<file path="config.mk">
export PLATFORM = sky130hd
export DESIGN_NAME = sensor_running_average_monitor
export DESIGN_NICKNAME = d
export VERILOG_FILES = /design/src/rtl/sram_pkg.sv /design/src/rtl/sram_divider.sv /design/src/rtl/sensor_running_average_monitor.sv
export SDC_FILE = /design/constraint.sdc
export NUM_CORES = 2
export LEC_CHECK = 0
export BUFFER_PORTS_ARGS = -buffer_cell sky130_fd_sc_hd__buf_2
export CELL_PAD_IN_SITES_DETAIL_PLACEMENT = 0
export CELL_PAD_IN_SITES_GLOBAL_PLACEMENT = 2
export CORE_ASPECT_RATIO = 1.1
export CORE_MARGIN = 10
export CORE_UTILIZATION = 45
export CTS_CLUSTER_SIZE = 14
export DETAILED_ROUTE_END_ITERATION = 16
export GPL_TIMING_DRIVEN = 0
export PLACE_DENSITY_LB_ADDON = 0.1
export SYNTH_ARGS = -nofsm -noshare
export SYNTH_HDL_FRONTEND = slang
export SYNTH_HIERARCHICAL = 1
export SYNTH_SLANG_ARGS = --single-unit
</file>
<file path="constraint.sdc">
create_clock -name clock -period 3.76 [get_ports clock]
set_input_delay 0.376 -clock clock [delete_from_list [all_inputs] [get_ports clock]]
set_output_delay 0.376 -clock clock [all_outputs]
set_load 0.1 [all_outputs]
</file>
<file path="src/rtl/sram_pkg.sv">
`timescale 1ns / 1ps
`default_nettype none
package sram_pkg;

   localparam int MaxSensorsDefault   = 16;
   localparam int WindowLengthDefault = 8;

   localparam logic [15:0] MinTempReset = 16'sd3840;
   localparam logic [15:0] MaxTempReset = 16'sd6400;

   localparam logic CsrMinTemp = 1'b0;
   localparam logic CsrMaxTemp = 1'b1;

   typedef enum logic {
      OP_REGISTER = 1'b0,
      OP_SAMPLE   = 1'b1
   } op_type;

   typedef enum logic [1:0] {
      ST_PROCESSED = 2'd0,
      ST_UNKNOWN   = 2'd1,
      ST_REGISTERED = 2'd2,
      ST_FULL      = 2'd3
   } status_type;

   typedef struct packed {
      op_type             operation;
      logic        [15:0] device_id;
      logic        [15:0] room_id;
      logic signed [15:0] sample_value;
   } req_type;

   typedef struct packed {
      status_type         status;
      logic        [15:0] room;
      logic signed [15:0] average;
      logic               too_cold;
      logic               too_hot;
   } rsp_type;

   typedef enum logic [3:0] {
      S_IDLE,
      S_CLEAR,
      S_SEARCH,
      S_MATCH,
      S_META,
      S_SUM,
      S_SUMLAST,
      S_DIV,
      S_DONE
   } state_type;

endpackage
`default_nettype wire

</file>
<file path="src/rtl/sram_divider.sv">
`timescale 1ns / 1ps
`default_nettype none
// Restoring signed divider, one quotient bit per cycle, truncating toward zero.
module sram_divider #(
   parameter int SumWidth = 32,
   parameter int DivWidth = 6
) (
   input  wire                         clock,
   input  wire                         reset,
   input  wire                         start,
   input  wire  signed [SumWidth-1:0]  dividend,
   input  wire         [DivWidth-1:0]  divisor,
   output logic                        done,
   output logic signed [SumWidth-1:0]  quotient
);
   localparam int CntWidth = $clog2(SumWidth + 1);

   logic [SumWidth-1:0] rem_ff, rem_in;
   logic [SumWidth-1:0] quo_ff, quo_in;
   logic [DivWidth-1:0] dvs_ff, dvs_in;
   logic                neg_ff, neg_in;
   logic [CntWidth-1:0] cnt_ff, cnt_in;
   logic                run_ff, run_in;
   logic                done_ff, done_in;
   logic [SumWidth:0]   trial;

   always_comb begin
      rem_in  = rem_ff;
      quo_in  = quo_ff;
      dvs_in  = dvs_ff;
      neg_in  = neg_ff;
      cnt_in  = cnt_ff;
      run_in  = run_ff;
      done_in = 1'b0;
      trial   = '0;
      if (start) begin
         neg_in = dividend[SumWidth-1];
         quo_in = dividend[SumWidth-1] ? (~dividend + 1'b1) : dividend;
         rem_in = '0;
         dvs_in = divisor;
         cnt_in = CntWidth'(SumWidth);
         run_in = 1'b1;
      end else if (run_ff) begin
         trial = {rem_ff, quo_ff[SumWidth-1]} - {{(SumWidth+1-DivWidth){1'b0}}, dvs_ff};
         if (!trial[SumWidth]) begin
            rem_in = trial[SumWidth-1:0];
            quo_in = {quo_ff[SumWidth-2:0], 1'b1};
         end else begin
            rem_in = {rem_ff[SumWidth-2:0], quo_ff[SumWidth-1]};
            quo_in = {quo_ff[SumWidth-2:0], 1'b0};
         end
         cnt_in = cnt_ff - 1'b1;
         if (cnt_ff == CntWidth'(1)) begin
            run_in  = 1'b0;
            done_in = 1'b1;
         end
      end
   end

   always_ff @(posedge clock) begin
      if (reset) begin
         run_ff  <= 1'b0;
         done_ff <= 1'b0;
         cnt_ff  <= '0;
      end else begin
         run_ff  <= run_in;
         done_ff <= done_in;
         cnt_ff  <= cnt_in;
      end
      rem_ff <= rem_in;
      quo_ff <= quo_in;
      dvs_ff <= dvs_in;
      neg_ff <= neg_in;
   end

   assign done     = done_ff;
   assign quotient = neg_ff ? -$signed(quo_ff) : $signed(quo_ff);
endmodule
`default_nettype wire

</file>
<file path="src/rtl/sensor_running_average_monitor.sv">
`timescale 1ns / 1ps
`default_nettype none
// Channel  | Ports                       | Transfer rule
// request  | start, busy, req_data       | accepted at an edge with start high and busy low
// response | rsp_valid, rsp_data         | one-cycle strobe, cannot be stalled
// config   | csr_we, csr_index, csr_data | written at an edge with csr_we high, no wait
//
// One item is in flight at a time. Busy falls in the cycle that shows the result,
// and a new transfer may be accepted at the end of that cycle.
// A register operation passes through S_META and S_DONE before its result shows;
// a full table skips S_META and goes straight to S_DONE.
// A sample walks the id memory one entry per cycle, writes the sample in S_MATCH,
// sums the window in S_SUM and S_SUMLAST and then waits in S_DIV for the 32-step
// divider before S_DONE shows its result. An unknown id goes from the last search
// step to S_DONE; with no entries registered it goes there straight from S_IDLE.
// After reset a clearing pass zeroes the window memory, MAX_SENSORS times the
// window length rounded up to a power of two slots; busy is high during it.
// The receiver cannot stall results.
module sensor_running_average_monitor #(
   parameter int MAX_SENSORS   = sram_pkg::MaxSensorsDefault,
   parameter int WINDOW_LENGTH = sram_pkg::WindowLengthDefault
) (
   input  wire                     clock,
   input  wire                     reset,
   input  wire                     start,
   output logic                    busy,
   input  wire sram_pkg::req_type  req_data,
   output logic                    rsp_valid,
   output sram_pkg::rsp_type       rsp_data,
   input  wire                     csr_we,
   input  wire                     csr_index,
   input  wire  [15:0]             csr_data
);
   import sram_pkg::*;

   localparam int EW = (MAX_SENSORS > 1) ? $clog2(MAX_SENSORS) : 1;
   localparam int PW = (WINDOW_LENGTH > 1) ? $clog2(WINDOW_LENGTH) : 1;
   localparam int CW = $clog2(MAX_SENSORS + 1);
   localparam int DW = $clog2(WINDOW_LENGTH + 1);
   localparam int AW = EW + PW;
   localparam int IW = 33 + PW;
   localparam int Depth = MAX_SENSORS * (2 ** PW);

   // The entry memory holds id, room, the window-full flag and the write position
   // of each sensor; the window memory holds the samples. Both have registered reads.
   logic [IW-1:0]      id_mem  [MAX_SENSORS];
   logic signed [15:0] win_mem [Depth];

   state_type state_ff, state_in;
   req_type   req_ff;
   logic [CW-1:0] count_ff, count_in;
   logic [EW-1:0] idx_ff, idx_in;
   logic [PW-1:0] slot_ff, slot_in;
   logic [AW-1:0] clr_ff, clr_in;
   logic signed [15:0] min_ff, max_ff;
   logic signed [31:0] sum_ff, sum_in;
   logic [15:0] room_ff, room_in;
   logic [PW-1:0] wpos_ff, wpos_in;
   logic        full_ff, full_in;
   rsp_type     rsp_ff, rsp_in;
   logic        rsp_valid_ff, rsp_valid_in;
   logic        busy_div_ff;

   logic [EW-1:0] id_raddr, id_waddr;
   logic [IW-1:0] id_rdata, id_wdata;
   logic          id_we;
   logic [AW-1:0] win_raddr, win_waddr;
   logic signed [15:0] win_rdata, win_wdata;
   logic          win_we;
   logic          div_start, div_done;
   logic signed [31:0] quotient;
   logic [DW-1:0] divisor;
   logic signed [15:0] avg;

   always_ff @(posedge clock) begin
      if (id_we) id_mem[id_waddr] <= id_wdata;
      id_rdata <= id_mem[id_raddr];
      if (win_we) win_mem[win_waddr] <= win_wdata;
      win_rdata <= win_mem[win_raddr];
   end

   sram_divider #(.SumWidth(32), .DivWidth(DW)) u_div (
      .clock(clock), .reset(reset), .start(div_start),
      .dividend(sum_ff), .divisor(divisor),
      .done(div_done), .quotient(quotient)
   );

   assign divisor = full_ff ? DW'(WINDOW_LENGTH) : DW'({1'b0, wpos_ff} + 1'b1);
   assign avg = quotient[15:0];

   always_comb begin
      state_in     = state_ff;
      count_in     = count_ff;
      idx_in       = idx_ff;
      slot_in      = slot_ff;
      clr_in       = clr_ff;
      sum_in       = sum_ff;
      room_in      = room_ff;
      wpos_in      = wpos_ff;
      full_in      = full_ff;
      rsp_in       = rsp_ff;
      rsp_valid_in = 1'b0;
      id_raddr     = idx_ff;
      id_we        = 1'b0;
      id_waddr     = idx_ff;
      id_wdata     = '0;
      win_we       = 1'b0;
      win_waddr    = clr_ff;
      win_wdata    = '0;
      win_raddr    = {idx_ff, slot_ff};
      div_start    = 1'b0;
      case (state_ff)
         S_CLEAR: begin
            // Zero the window memory one slot per cycle.
            win_we = 1'b1;
            clr_in = clr_ff + 1'b1;
            if (clr_ff == AW'(Depth - 1)) state_in = S_IDLE;
         end
         S_IDLE: begin
            idx_in = '0;
            id_raddr = '0;
            if (start) begin
               if (req_data.operation == OP_REGISTER) begin
                  rsp_in = '{status: (count_ff == CW'(MAX_SENSORS)) ? ST_FULL : ST_REGISTERED,
                             room: '0, average: '0, too_cold: 1'b0, too_hot: 1'b0};
                  state_in = (count_ff == CW'(MAX_SENSORS)) ? S_DONE : S_META;
               end else if (count_ff == '0) begin
                  rsp_in = '{status: ST_UNKNOWN, room: '0, average: '0,
                             too_cold: 1'b0, too_hot: 1'b0};
                  state_in = S_DONE;
               end else begin
                  state_in = S_SEARCH;
               end
            end
         end
         S_META: begin
            // Register operation: append the pair with an empty window.
            id_we    = 1'b1;
            id_waddr = count_ff[EW-1:0];
            id_wdata = {req_ff.device_id, req_ff.room_id, 1'b0, {PW{1'b0}}};
            count_in = count_ff + 1'b1;
            state_in = S_DONE;
         end
         S_SEARCH: begin
            // id_rdata holds entry idx_ff.
            if (id_rdata[IW-1 -: 16] == req_ff.device_id) begin
               room_in  = id_rdata[PW+16 -: 16];
               state_in = S_MATCH;
            end else if (CW'(idx_ff) + CW'(1) == count_ff) begin
               rsp_in = '{status: ST_UNKNOWN, room: '0, average: '0,
                          too_cold: 1'b0, too_hot: 1'b0};
               state_in = S_DONE;
            end else begin
               idx_in   = idx_ff + 1'b1;
               id_raddr = idx_ff + 1'b1;
            end
         end
         S_MATCH: begin
            // id_rdata still holds entry idx_ff: write the sample, advance the position.
            wpos_in = id_rdata[PW-1:0];
            full_in = id_rdata[PW];
            win_we    = 1'b1;
            win_waddr = {idx_ff, id_rdata[PW-1:0]};
            win_wdata = req_ff.sample_value;
            id_we     = 1'b1;
            id_waddr  = idx_ff;
            if (id_rdata[PW-1:0] == PW'(WINDOW_LENGTH - 1))
               id_wdata = {id_rdata[IW-1:PW+1], 1'b1, {PW{1'b0}}};
            else
               id_wdata = {id_rdata[IW-1:PW], id_rdata[PW-1:0] + 1'b1};
            slot_in = '0;
            sum_in  = '0;
            state_in = S_SUM;
         end
         S_SUM: begin
            // Issue read of slot_ff; write above lands before this read.
            slot_in = slot_ff + 1'b1;
            if (slot_ff == PW'(WINDOW_LENGTH - 1)) state_in = S_SUMLAST;
            if (slot_ff != '0) sum_in = sum_ff + 32'(win_rdata);
         end
         S_SUMLAST: begin
            sum_in   = sum_ff + 32'(win_rdata);
            state_in = S_DIV;
         end
         S_DIV: begin
            if (!div_done && !busy_div_ff) div_start = 1'b1;
            if (div_done) begin
               rsp_in = '{status: ST_PROCESSED, room: room_ff, average: avg,
                          too_cold: (avg < min_ff), too_hot: (avg > max_ff)};
               state_in = S_DONE;
            end
         end
         S_DONE: begin
            rsp_valid_in = 1'b1;
            state_in = S_IDLE;
         end
         default: state_in = S_IDLE;
      endcase
   end

   always_ff @(posedge clock) begin
      if (reset) busy_div_ff <= 1'b0;
      else if (div_start) busy_div_ff <= 1'b1;
      else if (div_done) busy_div_ff <= 1'b0;
   end

   always_ff @(posedge clock) begin
      if (reset) begin
         state_ff     <= S_CLEAR;
         count_ff     <= '0;
         clr_ff       <= '0;
         idx_ff       <= '0;
         rsp_valid_ff <= 1'b0;
         min_ff       <= MinTempReset;
         max_ff       <= MaxTempReset;
      end else begin
         state_ff     <= state_in;
         count_ff     <= count_in;
         clr_ff       <= clr_in;
         idx_ff       <= idx_in;
         rsp_valid_ff <= rsp_valid_in;
         if (csr_we && csr_index == CsrMinTemp) min_ff <= csr_data;
         if (csr_we && csr_index == CsrMaxTemp) max_ff <= csr_data;
      end
      if (state_ff == S_IDLE && start) req_ff <= req_data;
      slot_ff <= slot_in;
      sum_ff  <= sum_in;
      room_ff <= room_in;
      wpos_ff <= wpos_in;
      full_ff <= full_in;
      rsp_ff  <= rsp_in;
   end

   // Window slot read must trail the sample write; S_SUM uses registered data.
   assign busy      = (state_ff != S_IDLE);
   assign rsp_valid = rsp_valid_ff;
   assign rsp_data  = rsp_ff;

   a_one_rsp: assert property (@(posedge clock) disable iff (reset)
      rsp_valid |=> !rsp_valid) else $error("response strobe held");
   a_count: assert property (@(posedge clock) disable iff (reset)
      count_ff <= CW'(MAX_SENSORS)) else $error("entry count overflow");
   a_rsp_idle: assert property (@(posedge clock) disable iff (reset)
      rsp_valid |-> state_ff == S_IDLE) else $error("response outside idle");
endmodule
`default_nettype wire
</file>
==> key figures <==
Floorplanning
  – Die X: 506 microns
  – I/O Pins: 108
  – Rows: 196
  – Starting density of the core: 45.1%
  – Core ar.: 259000 sq um
  – Die footprint: 281000 sq um
  – Chip height: 555 microns

Timing
  – Final setup margin: -0.0135 ns
  – RSZ-0062 raised after global routing: true
  – Final setup viols: 3
  – Setup_tns: -0.0314 ns
  – Slew @ Worst Pin: 1.43 ns
  – Post-layout min period: 3.77 ns
  – Achievable frequency: 265 MHz
  – Relative slew slack: 4.71%
  – Slew Limit Fails: 0
  – Fin. Hold Viols: 0
  – Crit share post-route: 100%
  – Setup Skew: 0.0509 ns
  – Worst Hold Slack: 0.174 ns

Yosys
  – Mapped Cells: 6162
  – Yosys warns: 6
  – Synth Area per Inst: 19.0 sq um
  – Cell area after synthesis: 117000 sq um
  – Syn nets: 6314

Route
  – TritonRoute pass-1 iters: 5
  – Via Count: 62139
  – Vias per inst: 5.86
  – Final WL: 338000 microns
  – Number of remaining DRC errors: 0
  – Post-DRT Antenna Nets: 0
  – Drt initial violations: 6252
  – Routed WL per cell: 31.9 microns

Power and ir drop
  – Power per Cell Area: 644 nW/um^2
  – Leak: 42.8 nW
  – Worst VDD drop: 0.000532 V

Worst hold path
  – Hold Startpoint: start
  – Min-Delay Endpoint: state_ff[3]
  – Hold path depth: 4
  – Worst hold path type: in -> reg

Clock network
  – CTS tree: done
  – Clk buf depth: 4
  – Root Buffer: clkbuf_16
  – Clock Sinks: 2946
  – H-Tree Depth: 5
  – Worst skew pair latency: 0.89 ns
  – Worst-path clk slew: 0.06 ns
  – CTS Buf Count: 316

Global route
  – First-pass GRT wire length: 471000 microns
  – Vias in the first global route: 62657
  – Largest net degree at the start of global routing: 93
  – Gr usage total: 23.1%
  – Gr ovfl total: 0
  – Initial antenna violation count: 32

Place
  – GPL Wtd Cong: 0.825
  – PortBufs: 107
  – Post-placement cell count: 9896
  – DP HPWL: 226000 microns

Outcome
  – Failing checks: negative setup slack
  – Status: finished with violations

Flow run
  – Max-Cap Viols: 0

Worst setup path
  – RR Endpoint: win_rdata[1]
  – Critical path launch point type: register
  – Worst Setup Path Type: reg -> reg
  – Worst reg2reg setup slack: -0.01 ns
  – FF-to-FF path depth: 7
  – Worst Path Arrival: 4.51 ns
  – Worst r2r src: slot_ff[1]
  – Crit. End Element: register
  – Critical-path maximum fanout: 10
  – Worst Path Required: 4.50 ns

Cells and area
  – Most frequent cells in the layout: edfxtp_1 (2800), mux4_2 (672), nand2_1 (557)
  – FF+latch area: 87000 sq um
  – Commonest non-fill, non-tap cell in the layout: edfxtp_1
  – Nets: 7030
  – Layout cells sized above 1: 27.9%
  – Filler cell count: 20555
  – Multi-input logic area: 29100 sq um
  – Layout area overhead: 17.8%
  – Fin cells: 10597
-- per-stage QoR --
stage,area [sq um],util [%],total power [mW],setup slack [ns]
after floorplan,117000,-,50.7,0.0394
after global placement,122000,47.0,57.7,-4.03
after detailed placement,125000,48.3,58.1,-1.65
after CTS,137000,52.9,89.2,-0.174
after global routing,138000,53.2,91.8,-0.0194
final,138000,53.2,88.7,-0.0135
-- worst max path at each step --
stage,start,endpoint,slack [ns],cells past startpoint
2_1_floorplan,state_ff[2],id_mem[13][0],0.04,6
3_3_place_gp,idx_ff[0],id_mem[13][23],-4.03,5
3_5_place_dp,idx_ff[0],win_mem[110][10],-1.65,6
4_1_cts,idx_ff[1],id_rdata[25],-0.17,10
5_1_grt,state_ff[3],win_mem[71][12],-0.02,10
6_report,slot_ff[1],win_rdata[1],-0.01,7
-- layout make-up --
class                   instances  area share (%)
multi-input cells            2801            21.1
flip-flops and latches       2946            63.2
diodes                          9          0.0164
clock inverters               160            1.16
clock buffers                 403            6.18
repair buffers                385            3.44
inverters                      80           0.221
well taps                    3465            3.15
plain buffers                 348            1.51
-- layer usage --
| metal | share of wire, % | global-route usage, % |
|---|---|---|
| met1 | 41 | 30.8 |
| met2 | 50 | 39.8 |
| met3 | 5.9 | 3.37 |
| met4 | 3.2 | 6.56 |
| met5 | 0.012 | 0 |
-- registers in the layout, summed over array words and instances, names as in the netlist, 7 cells and up --
signal and flops:
req_ff 48, sum_ff 32, clr_ff 7, u_div/quo_ff 32, win_mem 2048, room_ff 16
max_ff 16, u_div/rem_ff 32, win_rdata 16, id_rdata 36, rsp_data 36, min_ff 16
id_mem 576
-- worst max-delay path, cell delays in order (launching register included) --
cell and delay, ns:
edfxtp_1 0.36, clkbuf_2 0.36, clkbuf_4 0.45, clkdlybuf4s15_2 0.53, mux4_2 0.42, mux4_2 0.52, mux4_2 0.61, mux2_2 0.38
-- power by group --
group | internal, mW | leakage [nW] | switching (mW) | total, mW
combinational | 7.20 | 12.4 | 12.0 | 19.2
clock | 18.0 | 4.92 | 12.8 | 30.8
sequential | 37.8 | 25.4 | 0.937 | 38.8
total | 63.0 | 42.8 | 25.7 | 88.7
-- repair_timing --
item                                    CTS  global route
setup endpoints to repair              5363          3110
pin swaps                                20            26
setup buffers                            24            23
hold buffers                             69             0
endpoints found under the hold margin    84             0
resized for setup                       272            92
gates cloned                              1            12
No activity file was read; power rests on OpenSTA's default activity.
